`src/rtl/bgpm_pkg.sv`:
```
// Package: shared constants, discharge-curve table, command and status types.
package bgpm_pkg;

  localparam int TABLE_DEPTH_DEF = 179;
  localparam int ADC_BITS_DEF    = 12;
  localparam int CURVE_LEN       = 179;
  localparam longint VREF_UV     = 64'd3300000;
  localparam int PCT_W           = 7;
  localparam int CFG_IDX_W       = 2;
  localparam int CFG_DATA_W      = 7;
  localparam int FULL_IDX        = 6;
  localparam int EMPTY_IDX       = 135;
  localparam int PCT_SPAN        = 129;

  localparam logic [CFG_IDX_W-1:0] REG_LOW_PCT  = 2'd0;
  localparam logic [CFG_IDX_W-1:0] REG_CRIT_PCT = 2'd1;
  localparam logic [CFG_IDX_W-1:0] REG_DIM_BL   = 2'd2;
  localparam logic [CFG_IDX_W-1:0] REG_FULL_BL  = 2'd3;

  localparam logic [PCT_W-1:0] LOW_PCT_RST  = 7'd15;
  localparam logic [PCT_W-1:0] CRIT_PCT_RST = 7'd5;
  localparam logic [PCT_W-1:0] DIM_BL_RST   = 7'd50;
  localparam logic [PCT_W-1:0] FULL_BL_RST  = 7'd100;

  typedef enum logic [1:0] {
    MODE_NORMAL = 2'd0,
    MODE_LOW    = 2'd1,
    MODE_RLOW   = 2'd2
  } batt_mode_t;

  typedef enum logic [1:0] {
    DISP_NONE = 2'd0,
    DISP_OFF  = 2'd1,
    DISP_ON   = 2'd2
  } disp_cmd_t;

  typedef enum logic [1:0] {
    SW_NONE = 2'd0,
    SW_STOP = 2'd1,
    SW_RUN  = 2'd2
  } sw_cmd_t;

  typedef struct packed {
    logic load;
    logic step;
    logic calc;
    logic commit;
  } dp_cmd_t;

  typedef struct packed {
    logic search_done;
  } dp_stat_t;

  localparam int unsigned CURVE_UV [CURVE_LEN] = '{
    3293315, 3292731, 3123113, 3104920, 3091277, 3080046, 3070496, 3061957,
    3054446, 3047753, 3041513, 3035591, 3030233, 3025011, 3020161, 3015326,
    3010809, 3006468, 3002290, 2998205, 2994119, 2990301, 2986596, 2982802,
    2978996, 2975205, 2971621, 2967781, 2964034, 2960522, 2956823, 2953116,
    2949739, 2946137, 2942633, 2939361, 2935978, 2932665, 2929420, 2926419,
    2923369, 2920036, 2917194, 2913765, 2910908, 2907679, 2904595, 2901674,
    2898639, 2895526, 2892602, 2889694, 2886763, 2883809, 2881005, 2878070,
    2875451, 2872488, 2869685, 2866886, 2864358, 2861631, 2858793, 2856131,
    2853451, 2851026, 2848224, 2845529, 2843077, 2840410, 2837907, 2835312,
    2832920, 2830289, 2827673, 2825246, 2823085, 2820487, 2818084, 2815562,
    2813238, 2810697, 2808433, 2806010, 2803995, 2801507, 2799182, 2796974,
    2794702, 2792408, 2790227, 2788119, 2785990, 2783873, 2781659, 2779387,
    2777647, 2775543, 2773495, 2771644, 2769655, 2767760, 2765803, 2764118,
    2762089, 2760437, 2758753, 2756918, 2755414, 2753702, 2752189, 2750504,
    2749089, 2747258, 2745884, 2744224, 2742853, 2741238, 2739683, 2738211,
    2736779, 2735069, 2733758, 2732096, 2730601, 2729134, 2727362, 2725767,
    2724196, 2722577, 2721084, 2719173, 2717416, 2715724, 2713717, 2711964,
    2710198, 2708288, 2706265, 2704319, 2702024, 2699998, 2697884, 2695704,
    2693288, 2690949, 2688524, 2686158, 2683574, 2680681, 2677945, 2674853,
    2671614, 2668388, 2664996, 2661252, 2657310, 2653002, 2648212, 2642976,
    2637527, 2631104, 2623964, 2616142, 2607163, 2596740, 2585297, 2572205,
    2557120, 2540295, 2520790, 2498541, 2472818, 2443045, 2408514, 2367405,
    2317233, 2251871, 2166412
  };

  // ADC-code threshold: code > thr  <=>  code*VREF > t*full
  function automatic longint thr_of(input int idx, input int bits);
    longint full;
    full = (longint'(1) << bits) - 1;
    return (longint'(CURVE_UV[idx]) * full) / VREF_UV;
  endfunction

  function automatic logic [PCT_W-1:0] pct_of(input int idx);
    int p;
    if (idx <= FULL_IDX) p = 100;
    else if (idx >= EMPTY_IDX) p = 0;
    else p = 99 - ((idx - FULL_IDX) * 100) / PCT_SPAN;
    return PCT_W'(p);
  endfunction

endpackage

```
`src/rtl/bgpm_in_if.sv`:
```
// Interface: battery sample channel.
interface bgpm_in_if #(
  parameter int ADC_BITS = 12
);
  logic                valid;
  logic                ready;
  logic [ADC_BITS-1:0] adc_code;

  modport source (output valid, output adc_code, input ready);
  modport sink   (input valid, input adc_code, output ready);
endinterface

// Interface: gauge result channel.
interface bgpm_out_if;
  logic       valid;
  logic       ready;
  logic [6:0] percent;
  logic [1:0] battery_mode;
  logic [1:0] display_cmd;
  logic [1:0] stopwatch_cmd;
  logic       backlight_set;
  logic [6:0] backlight_level;
  logic       supply_on;

  modport source (output valid, output percent, output battery_mode, output display_cmd,
                  output stopwatch_cmd, output backlight_set, output backlight_level,
                  output supply_on, input ready);
  modport sink   (input valid, input percent, input battery_mode, input display_cmd,
                  input stopwatch_cmd, input backlight_set, input backlight_level,
                  input supply_on, output ready);
endinterface

```
`src/rtl/bgpm_datapath.sv`:
```
// Datapath: config registers, binary search over thresholds, percent, power manager.
module bgpm_datapath import bgpm_pkg::*; #(
  parameter int TABLE_DEPTH = TABLE_DEPTH_DEF,
  parameter int ADC_BITS    = ADC_BITS_DEF
) (
  input  logic                  clk,
  input  logic                  rst,
  input  logic                  cfg_we,
  input  logic [CFG_IDX_W-1:0]  cfg_index,
  input  logic [CFG_DATA_W-1:0] cfg_data,
  input  logic [ADC_BITS-1:0]   adc_code,
  input  dp_cmd_t               cmd,
  output dp_stat_t              stat,
  output logic [PCT_W-1:0]      percent,
  output logic [1:0]            battery_mode,
  output logic [1:0]            display_cmd,
  output logic [1:0]            stopwatch_cmd,
  output logic                  backlight_set,
  output logic [PCT_W-1:0]      backlight_level,
  output logic                  supply_on
);

  localparam int SEARCH_N = (TABLE_DEPTH < CURVE_LEN) ? TABLE_DEPTH : CURVE_LEN;
  localparam int IDX_W    = $clog2(TABLE_DEPTH + 1);
  localparam int SIDX_W   = $clog2(SEARCH_N);

  logic [ADC_BITS-1:0] thr     [SEARCH_N];
  logic [PCT_W-1:0]    pct_tab [SEARCH_N+1];

  for (genvar g = 0; g < SEARCH_N; g++) begin : g_thr
    assign thr[g] = ADC_BITS'(thr_of(g, ADC_BITS));
  end
  for (genvar g = 0; g <= SEARCH_N; g++) begin : g_pct
    assign pct_tab[g] = pct_of(g);
  end

  logic [ADC_BITS-1:0] code;
  logic [IDX_W-1:0]    lo;
  logic [IDX_W-1:0]    hi;
  logic [PCT_W-1:0]    pct;
  batt_mode_t          mode;
  logic                supply;
  logic [PCT_W-1:0]    low_pct;
  logic [PCT_W-1:0]    crit_pct;
  logic [PCT_W-1:0]    dim_bl;
  logic [PCT_W-1:0]    full_bl;

  logic [IDX_W:0]   mid_sum;
  logic [IDX_W-1:0] mid;
  logic             exceeded;

  batt_mode_t       mode_next;
  logic             supply_next;
  disp_cmd_t        disp_next;
  sw_cmd_t          sw_next;
  logic             bl_set_next;
  logic [PCT_W-1:0] bl_level_next;

  assign mid_sum  = {1'b0, lo} + {1'b0, hi};
  assign mid      = mid_sum[IDX_W:1];
  assign exceeded = code > thr[mid[SIDX_W-1:0]];
  assign stat.search_done = (lo == hi);

  always_ff @(posedge clk) begin
    if (rst) begin
      low_pct  <= LOW_PCT_RST;
      crit_pct <= CRIT_PCT_RST;
      dim_bl   <= DIM_BL_RST;
      full_bl  <= FULL_BL_RST;
    end else if (cfg_we) begin
      unique case (cfg_index)
        REG_LOW_PCT:  low_pct  <= cfg_data;
        REG_CRIT_PCT: crit_pct <= cfg_data;
        REG_DIM_BL:   dim_bl   <= cfg_data;
        REG_FULL_BL:  full_bl  <= cfg_data;
        default: ;
      endcase
    end
  end

  always_ff @(posedge clk) begin
    if (cmd.load) begin
      code <= adc_code;
      lo   <= '0;
      hi   <= IDX_W'(SEARCH_N);
    end else if (cmd.step) begin
      if (exceeded) hi <= mid;
      else lo <= mid + IDX_W'(1);
    end
    if (cmd.calc) pct <= pct_tab[lo];
  end

  always_comb begin
    mode_next     = mode;
    supply_next   = supply;
    disp_next     = DISP_NONE;
    sw_next       = SW_NONE;
    bl_set_next   = 1'b0;
    bl_level_next = '0;
    if (pct == '0) begin
      disp_next   = DISP_OFF;
      supply_next = 1'b0;
    end else if (pct <= crit_pct) begin
      disp_next     = DISP_OFF;
      bl_set_next   = 1'b1;
      bl_level_next = dim_bl;
      sw_next       = SW_STOP;
      mode_next     = MODE_RLOW;
    end else if (pct <= low_pct) begin
      mode_next = MODE_LOW;
    end else begin
      if (mode != MODE_NORMAL) begin
        disp_next     = DISP_ON;
        bl_set_next   = 1'b1;
        bl_level_next = full_bl;
        sw_next       = SW_RUN;
      end
      supply_next = 1'b1;
      mode_next   = MODE_NORMAL;
    end
  end

  always_ff @(posedge clk) begin
    if (rst) begin
      mode            <= MODE_NORMAL;
      supply          <= 1'b1;
      percent         <= '0;
      battery_mode    <= MODE_NORMAL;
      display_cmd     <= DISP_NONE;
      stopwatch_cmd   <= SW_NONE;
      backlight_set   <= 1'b0;
      backlight_level <= '0;
      supply_on       <= 1'b1;
    end else if (cmd.commit) begin
      mode            <= mode_next;
      supply          <= supply_next;
      percent         <= pct;
      battery_mode    <= mode_next;
      display_cmd     <= disp_next;
      stopwatch_cmd   <= sw_next;
      backlight_set   <= bl_set_next;
      backlight_level <= bl_level_next;
      supply_on       <= supply_next;
    end
  end

`ifndef NO_ASSERTIONS
  a_level_zero: assert property (@(posedge clk) disable iff (rst)
    !backlight_set |-> backlight_level == '0)
    else $error("backlight level without set");
  a_step_open: assert property (@(posedge clk) disable iff (rst)
    cmd.step |-> lo < hi)
    else $error("search step on closed interval");
  a_empty_cut: assert property (@(posedge clk) disable iff (rst)
    cmd.commit && pct == '0 |=> !supply && !supply_on)
    else $error("empty battery left supply on");
  a_mode_sync: assert property (@(posedge clk) disable iff (rst)
    cmd.commit |=> battery_mode == mode)
    else $error("reported mode differs from held mode");
`endif

endmodule

```
`src/rtl/bgpm_ctrl.sv`:
```
// Controller: sequences load, search steps, percent lookup and result transfer.
module bgpm_ctrl import bgpm_pkg::*; (
  input  logic     clk,
  input  logic     rst,
  input  logic     in_valid,
  output logic     in_ready,
  output logic     out_valid,
  input  logic     out_ready,
  input  dp_stat_t stat,
  output dp_cmd_t  cmd
);

  typedef enum logic [1:0] {
    S_IDLE,
    S_SEARCH,
    S_CALC,
    S_FINISH
  } state_t;

  state_t state;
  logic   out_free;

  assign in_ready   = (state == S_IDLE);
  assign out_free   = !out_valid || out_ready;
  assign cmd.load   = (state == S_IDLE) && in_valid;
  assign cmd.step   = (state == S_SEARCH) && !stat.search_done;
  assign cmd.calc   = (state == S_SEARCH) && stat.search_done;
  assign cmd.commit = (state == S_FINISH) && out_free;

  always_ff @(posedge clk) begin
    if (rst) begin
      state     <= S_IDLE;
      out_valid <= 1'b0;
    end else begin
      if (cmd.commit) out_valid <= 1'b1;
      else if (out_ready) out_valid <= 1'b0;
      unique case (state)
        S_IDLE:   if (in_valid) state <= S_SEARCH;
        S_SEARCH: if (stat.search_done) state <= S_CALC;
        S_CALC:   state <= S_FINISH;
        S_FINISH: if (out_free) state <= S_IDLE;
        default:  state <= S_IDLE;
      endcase
    end
  end

`ifndef NO_ASSERTIONS
  a_one_cmd: assert property (@(posedge clk) disable iff (rst)
    $onehot0({cmd.load, cmd.step, cmd.calc, cmd.commit}))
    else $error("conflicting datapath commands");
  a_no_overwrite: assert property (@(posedge clk) disable iff (rst)
    cmd.commit |-> !out_valid || out_ready)
    else $error("result overwritten before transfer");
  a_valid_after_commit: assert property (@(posedge clk) disable iff (rst)
    cmd.commit |=> out_valid)
    else $error("commit without result valid");
`endif

endmodule

```
`src/rtl/battery_gauge_power_manager_unit.sv`:
```
// Battery gauge and power manager: one result per sample.
// Each sample is loaded, searched step by step, looked up and committed to the result;
// the binary search takes at most ceil(log2(depth+1)) steps (7 or 8 here).
// One sample is worked on at a time; next sample accepted while a result waits.
// Reset (rst, synchronous): mode normal, supply enabled, registers 15/5/50/100.
module battery_gauge_power_manager_unit import bgpm_pkg::*; #(
  parameter int TABLE_DEPTH = TABLE_DEPTH_DEF,
  parameter int ADC_BITS    = ADC_BITS_DEF
) (
  input  logic                  clk,
  input  logic                  rst,
  bgpm_in_if.sink               in_ch,
  bgpm_out_if.source            out_ch,
  input  logic                  cfg_we,
  input  logic [CFG_IDX_W-1:0]  cfg_index,
  input  logic [CFG_DATA_W-1:0] cfg_data
);

  dp_cmd_t  cmd;
  dp_stat_t stat;

  bgpm_ctrl u_ctrl (
    .clk       (clk),
    .rst       (rst),
    .in_valid  (in_ch.valid),
    .in_ready  (in_ch.ready),
    .out_valid (out_ch.valid),
    .out_ready (out_ch.ready),
    .stat      (stat),
    .cmd       (cmd)
  );

  bgpm_datapath #(
    .TABLE_DEPTH (TABLE_DEPTH),
    .ADC_BITS    (ADC_BITS)
  ) u_dp (
    .clk             (clk),
    .rst             (rst),
    .cfg_we          (cfg_we),
    .cfg_index       (cfg_index),
    .cfg_data        (cfg_data),
    .adc_code        (in_ch.adc_code),
    .cmd             (cmd),
    .stat            (stat),
    .percent         (out_ch.percent),
    .battery_mode    (out_ch.battery_mode),
    .display_cmd     (out_ch.display_cmd),
    .stopwatch_cmd   (out_ch.stopwatch_cmd),
    .backlight_set   (out_ch.backlight_set),
    .backlight_level (out_ch.backlight_level),
    .supply_on       (out_ch.supply_on)
  );

endmodule
```
`src/flat_wrapper.sv`:
```
// flat-port wrapper written by rule: the top's interface ports become plain ports
module battery_gauge_power_manager_unit_flat import bgpm_pkg::*;
#(
  parameter int TABLE_DEPTH = TABLE_DEPTH_DEF,
  parameter int ADC_BITS    = ADC_BITS_DEF
)
  (clk, rst, cfg_we, cfg_index, cfg_data, in_ch_valid, in_ch_adc_code, in_ch_ready, out_ch_valid, out_ch_percent, out_ch_battery_mode, out_ch_display_cmd, out_ch_stopwatch_cmd, out_ch_backlight_set, out_ch_backlight_level, out_ch_supply_on, out_ch_ready);
  bgpm_in_if #(.ADC_BITS(ADC_BITS)) in_ch_i ();
  bgpm_out_if out_ch_i ();
  input  logic clk;
  input  logic rst;
  input  logic cfg_we;
  input  logic [CFG_IDX_W-1:0] cfg_index;
  input  logic [CFG_DATA_W-1:0] cfg_data;
  input wire logic [$bits(in_ch_i.valid)-1:0] in_ch_valid;
  input wire logic [$bits(in_ch_i.adc_code)-1:0] in_ch_adc_code;
  output wire logic [$bits(in_ch_i.ready)-1:0] in_ch_ready;
  output wire logic [$bits(out_ch_i.valid)-1:0] out_ch_valid;
  output wire logic [$bits(out_ch_i.percent)-1:0] out_ch_percent;
  output wire logic [$bits(out_ch_i.battery_mode)-1:0] out_ch_battery_mode;
  output wire logic [$bits(out_ch_i.display_cmd)-1:0] out_ch_display_cmd;
  output wire logic [$bits(out_ch_i.stopwatch_cmd)-1:0] out_ch_stopwatch_cmd;
  output wire logic [$bits(out_ch_i.backlight_set)-1:0] out_ch_backlight_set;
  output wire logic [$bits(out_ch_i.backlight_level)-1:0] out_ch_backlight_level;
  output wire logic [$bits(out_ch_i.supply_on)-1:0] out_ch_supply_on;
  input wire logic [$bits(out_ch_i.ready)-1:0] out_ch_ready;
  assign in_ch_i.valid = in_ch_valid;
  assign in_ch_i.adc_code = in_ch_adc_code;
  assign in_ch_ready = in_ch_i.ready;
  assign out_ch_valid = out_ch_i.valid;
  assign out_ch_percent = out_ch_i.percent;
  assign out_ch_battery_mode = out_ch_i.battery_mode;
  assign out_ch_display_cmd = out_ch_i.display_cmd;
  assign out_ch_stopwatch_cmd = out_ch_i.stopwatch_cmd;
  assign out_ch_backlight_set = out_ch_i.backlight_set;
  assign out_ch_backlight_level = out_ch_i.backlight_level;
  assign out_ch_supply_on = out_ch_i.supply_on;
  assign out_ch_i.ready = out_ch_ready;
  battery_gauge_power_manager_unit #(.TABLE_DEPTH(TABLE_DEPTH), .ADC_BITS(ADC_BITS)) u_core (.clk(clk), .rst(rst), .in_ch(in_ch_i), .out_ch(out_ch_i), .cfg_we(cfg_we), .cfg_index(cfg_index), .cfg_data(cfg_data));
endmodule
```
`config.mk`:
```
export PLATFORM = sky130hd
export DESIGN_NAME = battery_gauge_power_manager_unit_flat
export DESIGN_NICKNAME = d
export VERILOG_FILES = /design/src/rtl/bgpm_pkg.sv /design/src/rtl/bgpm_in_if.sv /design/src/rtl/bgpm_datapath.sv /design/src/rtl/bgpm_ctrl.sv /design/src/rtl/battery_gauge_power_manager_unit.sv /design/src/flat_wrapper.sv
export SDC_FILE = /design/constraint.sdc
export NUM_CORES = 1
export LEC_CHECK = 0
export BUFFER_PORTS_ARGS = -buffer_cell sky130_fd_sc_hd__buf_2
export CAP_MARGIN = 25
export CORE_MARGIN = 1.5
export CORE_UTILIZATION = 46
export CTS_CLUSTER_DIAMETER = 150
export DETAILED_ROUTE_END_ITERATION = 8
export SETUP_SLACK_MARGIN = 0.1
export SYNTH_ARGS = -nofsm -noshare
export SYNTH_HDL_FRONTEND = slang
export SYNTH_SLANG_ARGS = --single-unit
export TNS_END_PERCENT = 5
```
`constraint.sdc`:
```
create_clock -name clk -period 5.6 [get_ports clk]
set_input_delay 0.28 -clock clk [delete_from_list [all_inputs] [get_ports clk]]
set_output_delay 0.28 -clock clk [all_outputs]
set_load 0.1 [all_outputs]
```
==> summary.txt <==
Yosys
  – Seq cells post-synth: 87
  – Mux share of post-synthesis cell area: 2.596%
  – Post-synthesis async set-or-reset flop share: 0%
  – Post-synthesis xor/xnor area fraction: 1.730%
  – Synth Warn #: 0
  – Cell taking the most area after synthesis: dfxtp_1
  – Syn_nets: 1097
  – Combinational family with the most area after synthesis: compound AO/OA/AOI/OAI gates
  – Synthesized instance count: 1007
  – Avg Synthesized Cell Area: 7.467 sq um
  – Post-synthesis compound-gate area fraction: 30.90%
  – Seq/Total Area, Yosys: 25.69%
  – Post-Synth Simple-Gate Area: 21.11%
  – Top cell type's share of synthesized area: 18.10%
  – Synth Flop Type: dfxtp_1
  – Number of synthesized flops with an enable pin: 19
  – Area contributors post-synth: dfxtp_1, ha_1, edfxtp_1
  – Post-synthesis adder-cell area fraction: 10.75%
  – Cell area after synthesis: 7520 sq um
  – Yosys cell types: 77

Global routing
  – Largest net degree at the start of global routing: 52
  – First-pass GRT wire length: 36.60 mm
  – GRT Util Overall: 27.46%
  – GRT Residual Overflow: 0
  – Initial antenna violation count: 0
  – Vias in the first global route: 6837

Floorplan
  – Die width: 130.9 um
  – Die Area: 17120 sq um
  – Core area: 15940 sq um
  – Top Ports: 50
  – Initial core utilization: 47.17%
  – Die Y: 130.9 um
  – FP Rows: 46

Clock network
  – Worst-path clk slew: 0.07 ns
  – CTS buffer count: 9
  – Post-CTS sizing: 0
  – Clk sinks: 87
  – Post CTS Setup Buffer Count: 0
  – CTS tree: built
  – Clock latency on the worst-skew pair: 0.35 ns
  – # hold bufs at CTS: 0
  – H-tree depth: 3
  – Max clock buf depth: 2
  – CTS Root Cell: clkbuf_16

STA
  – Final worst slack: 0.4340 ns
  – Final Hold Fails: 0
  – Setup TNS: 0 ns
  – Worst-margin pin slew: 0.9112 ns
  – Final setup fails: 0
  – Final worst path period need: 5.166 ns
  – Clock skew: 0.007902 ns
  – Slew Viols, Final: 0
  – RSZ-0062 raised after global routing: false
  – Max frequency: 0.1936 GHz
  – Crit share post-route: 92.25%
  – Slew headroom: 39.25%

Layout
  – Most common cell after layout, fill and taps aside: nand2_1
  – Filler cell count: 1617
  – Layout cells sized above 1: 13.46%
  – Sequential cell area: 1932 sq um
  – Layout Nets: 1118
  – Area growth from synthesis to layout: 10.82%
  – Most frequent cells in the layout: nand2_1, nor2_1, a21oi_1, o21ai_0, dfxtp_1
  – Design area: 8333 sq um
  – Multi-input gate area: 5059 sq um
  – Antenna Cells: 0
  – End-of-flow core utilization: 52.27%

Placed design
  – Post-DP HPWL: 17.17 mm
  – Placement Cell Area: 8034 sq um
  – Dpl ws: 0.5068 ns
  – IO buf count: 49
  – Gpl congestion: 0.9545

Setup path
  – Worst setup EP type: flop
  – CP Class: reg2reg
  – WP data required: 5.81 ns
  – CP Max Fanout: 15
  – Critical Path AT: 5.37 ns
  – Startpoint types: flop

Worst hold path
  – Hold/Removal Path Class: in2reg

Route
  – Via count: 7719
  – Vias per cell: 6.180
  – Routed Antenna Nets: 0
  – Starting DRT DRC Count: 909
  – Pre-antenna DRT Iters: 7
  – Number of remaining DRC errors: 0
  – Routed length per placed instance: 18.78 um
  – Total wire length: 23.46 mm

Run
  – Max Cap Viol: 0

Run status
  – Status: completed
synthesized netlist by cell type, types with 4 or more instances:
cell,n
o22ai_1,16
o21ai_0,80
clkbuf_1,58
a21oi_1,82
o211ai_1,22
a211o_1,10
edfxtp_1,19
a221o_1,5
a22oi_1,6
o221ai_1,11
nor2_1,92
a211oi_1,26
o311ai_0,5
nor3_1,25
buf_1,5
xnor2_1,9
and2_1,6
o21a_1,9
nor2b_1,12
a311oi_1,5
buf_2,17
xor2_1,4
nand4_1,7
mux2i_1,15
inv_1,45
a211oi_2,4
a31oi_1,9
nand2_1,132
dfxtp_1,68
o2111ai_1,4
nand3b_1,7
nand3_1,29
nor4_1,5
ha_1,63
a221oi_1,10
nand2b_1,8
a32oi_1,6
or2_2,5
and3_1,4
a21o_1,9
worst max-delay path: stages (launching register included):
cell and delay [ns]:
dfxtp_1 0.32, ha_1 0.27, fa_1 0.56, xor2_1 0.20, buf_4 0.21, ha_1 0.43
buf_4 0.24, nor2_1 0.09, o311ai_0 0.58, a311oi_1 0.22, o31ai_1 0.37, buf_4 0.18
ha_1 0.13, nor2b_1 0.04, o21a_1 0.16, o21a_1 0.16, o21ai_0 0.20, a21oi_1 0.10
nor2_1 0.09, buf_4 0.21, mux2i_1 0.21, nor2_1 0.05
registers in the layout (all words and copies together), names as in the netlist:
| register | flops |
|---|---|
| u_core.u_dp.supply | 1 |
| u_core.u_dp.dim_bl | 7 |
| u_core.u_ctrl.out_valid | 1 |
| u_core.u_dp.backlight_level | 7 |
| u_core.u_dp.hi | 8 |
| u_core.u_ctrl.state | 2 |
| u_core.u_dp.low_pct | 7 |
| u_core.u_dp.display_cmd | 2 |
| u_core.u_dp.pct | 7 |
| u_core.u_dp.full_bl | 7 |
| u_core.u_dp.percent | 7 |
| u_core.u_dp.lo | 8 |
| u_core.u_dp.code | 12 |
| u_core.u_dp.crit_pct | 7 |
| u_core.u_dp.backlight_set | 1 |
| u_core.u_dp.stopwatch_cmd | 1 |
| u_core.u_dp.mode | 2 |
metal layers:
| metal | part of all wire [%] | routed length (um) | vias up | track usage (%) |
|---|---|---|---|---|
| met1 | 44 | 10290 | 3572 | 36.78 |
| met2 | 45 | 10600 | 331 | 43.34 |
| met3 | 6.2 | 1458 | 83 | 4.397 |
| met4 | 4.7 | 1111 | 0 | 12.86 |
| li1 | - | - | 3733 | - |
| met5 | 0 | 0 | - | 0 |
through the flow:
step,cells,hold WS (ns)
floorplan,1007,0.3789
global placement,1232,0.4390
detailed placement,1233,0.4439
CTS,1249,0.09492
global route,1249,0.09384
finish,1249,0.1071
cell type report:
cell class | instances | share of cell area [%]
inverters | 46 | 2.072
multi-input cells | 789 | 60.71
clock inverters | 7 | 0.8859
repair buffers | 95 | 7.207
flip-flops and latches | 87 | 23.18
well taps | 216 | 3.243
clock buffers | 9 | 2.703
worst paths after layout:
kind                     startpoint                endpoint  depth (start not counted)  slack (ns)
min reg2reg  u_core.u_dp.percent[6]  u_core.u_dp.percent[6]                          2        0.45
max               u_core.u_dp.lo[0]       u_core.u_dp.lo[6]                         21        0.43
max reg2reg       u_core.u_dp.lo[0]       u_core.u_dp.lo[6]                         21        0.43
min               in_ch_adc_code[4]     u_core.u_dp.code[4]                          1        0.11
cells by family (layout without fill, tap and decap cells):
family                   Yosys count  after routing
flip-flops                        87             87
adder cells (fa/ha/maj)           64             64
multiplexers                      17             17
buffers and inverters            131            157
XOR/XNOR                          14             14
AO/OA/AOI/OAI                    346            346
AND/OR/NAND/NOR                  348            348
Power is left out: the tool's default activity adds up to more than one toggle a clock period on the data nets, which glitch-free logic cannot reach.
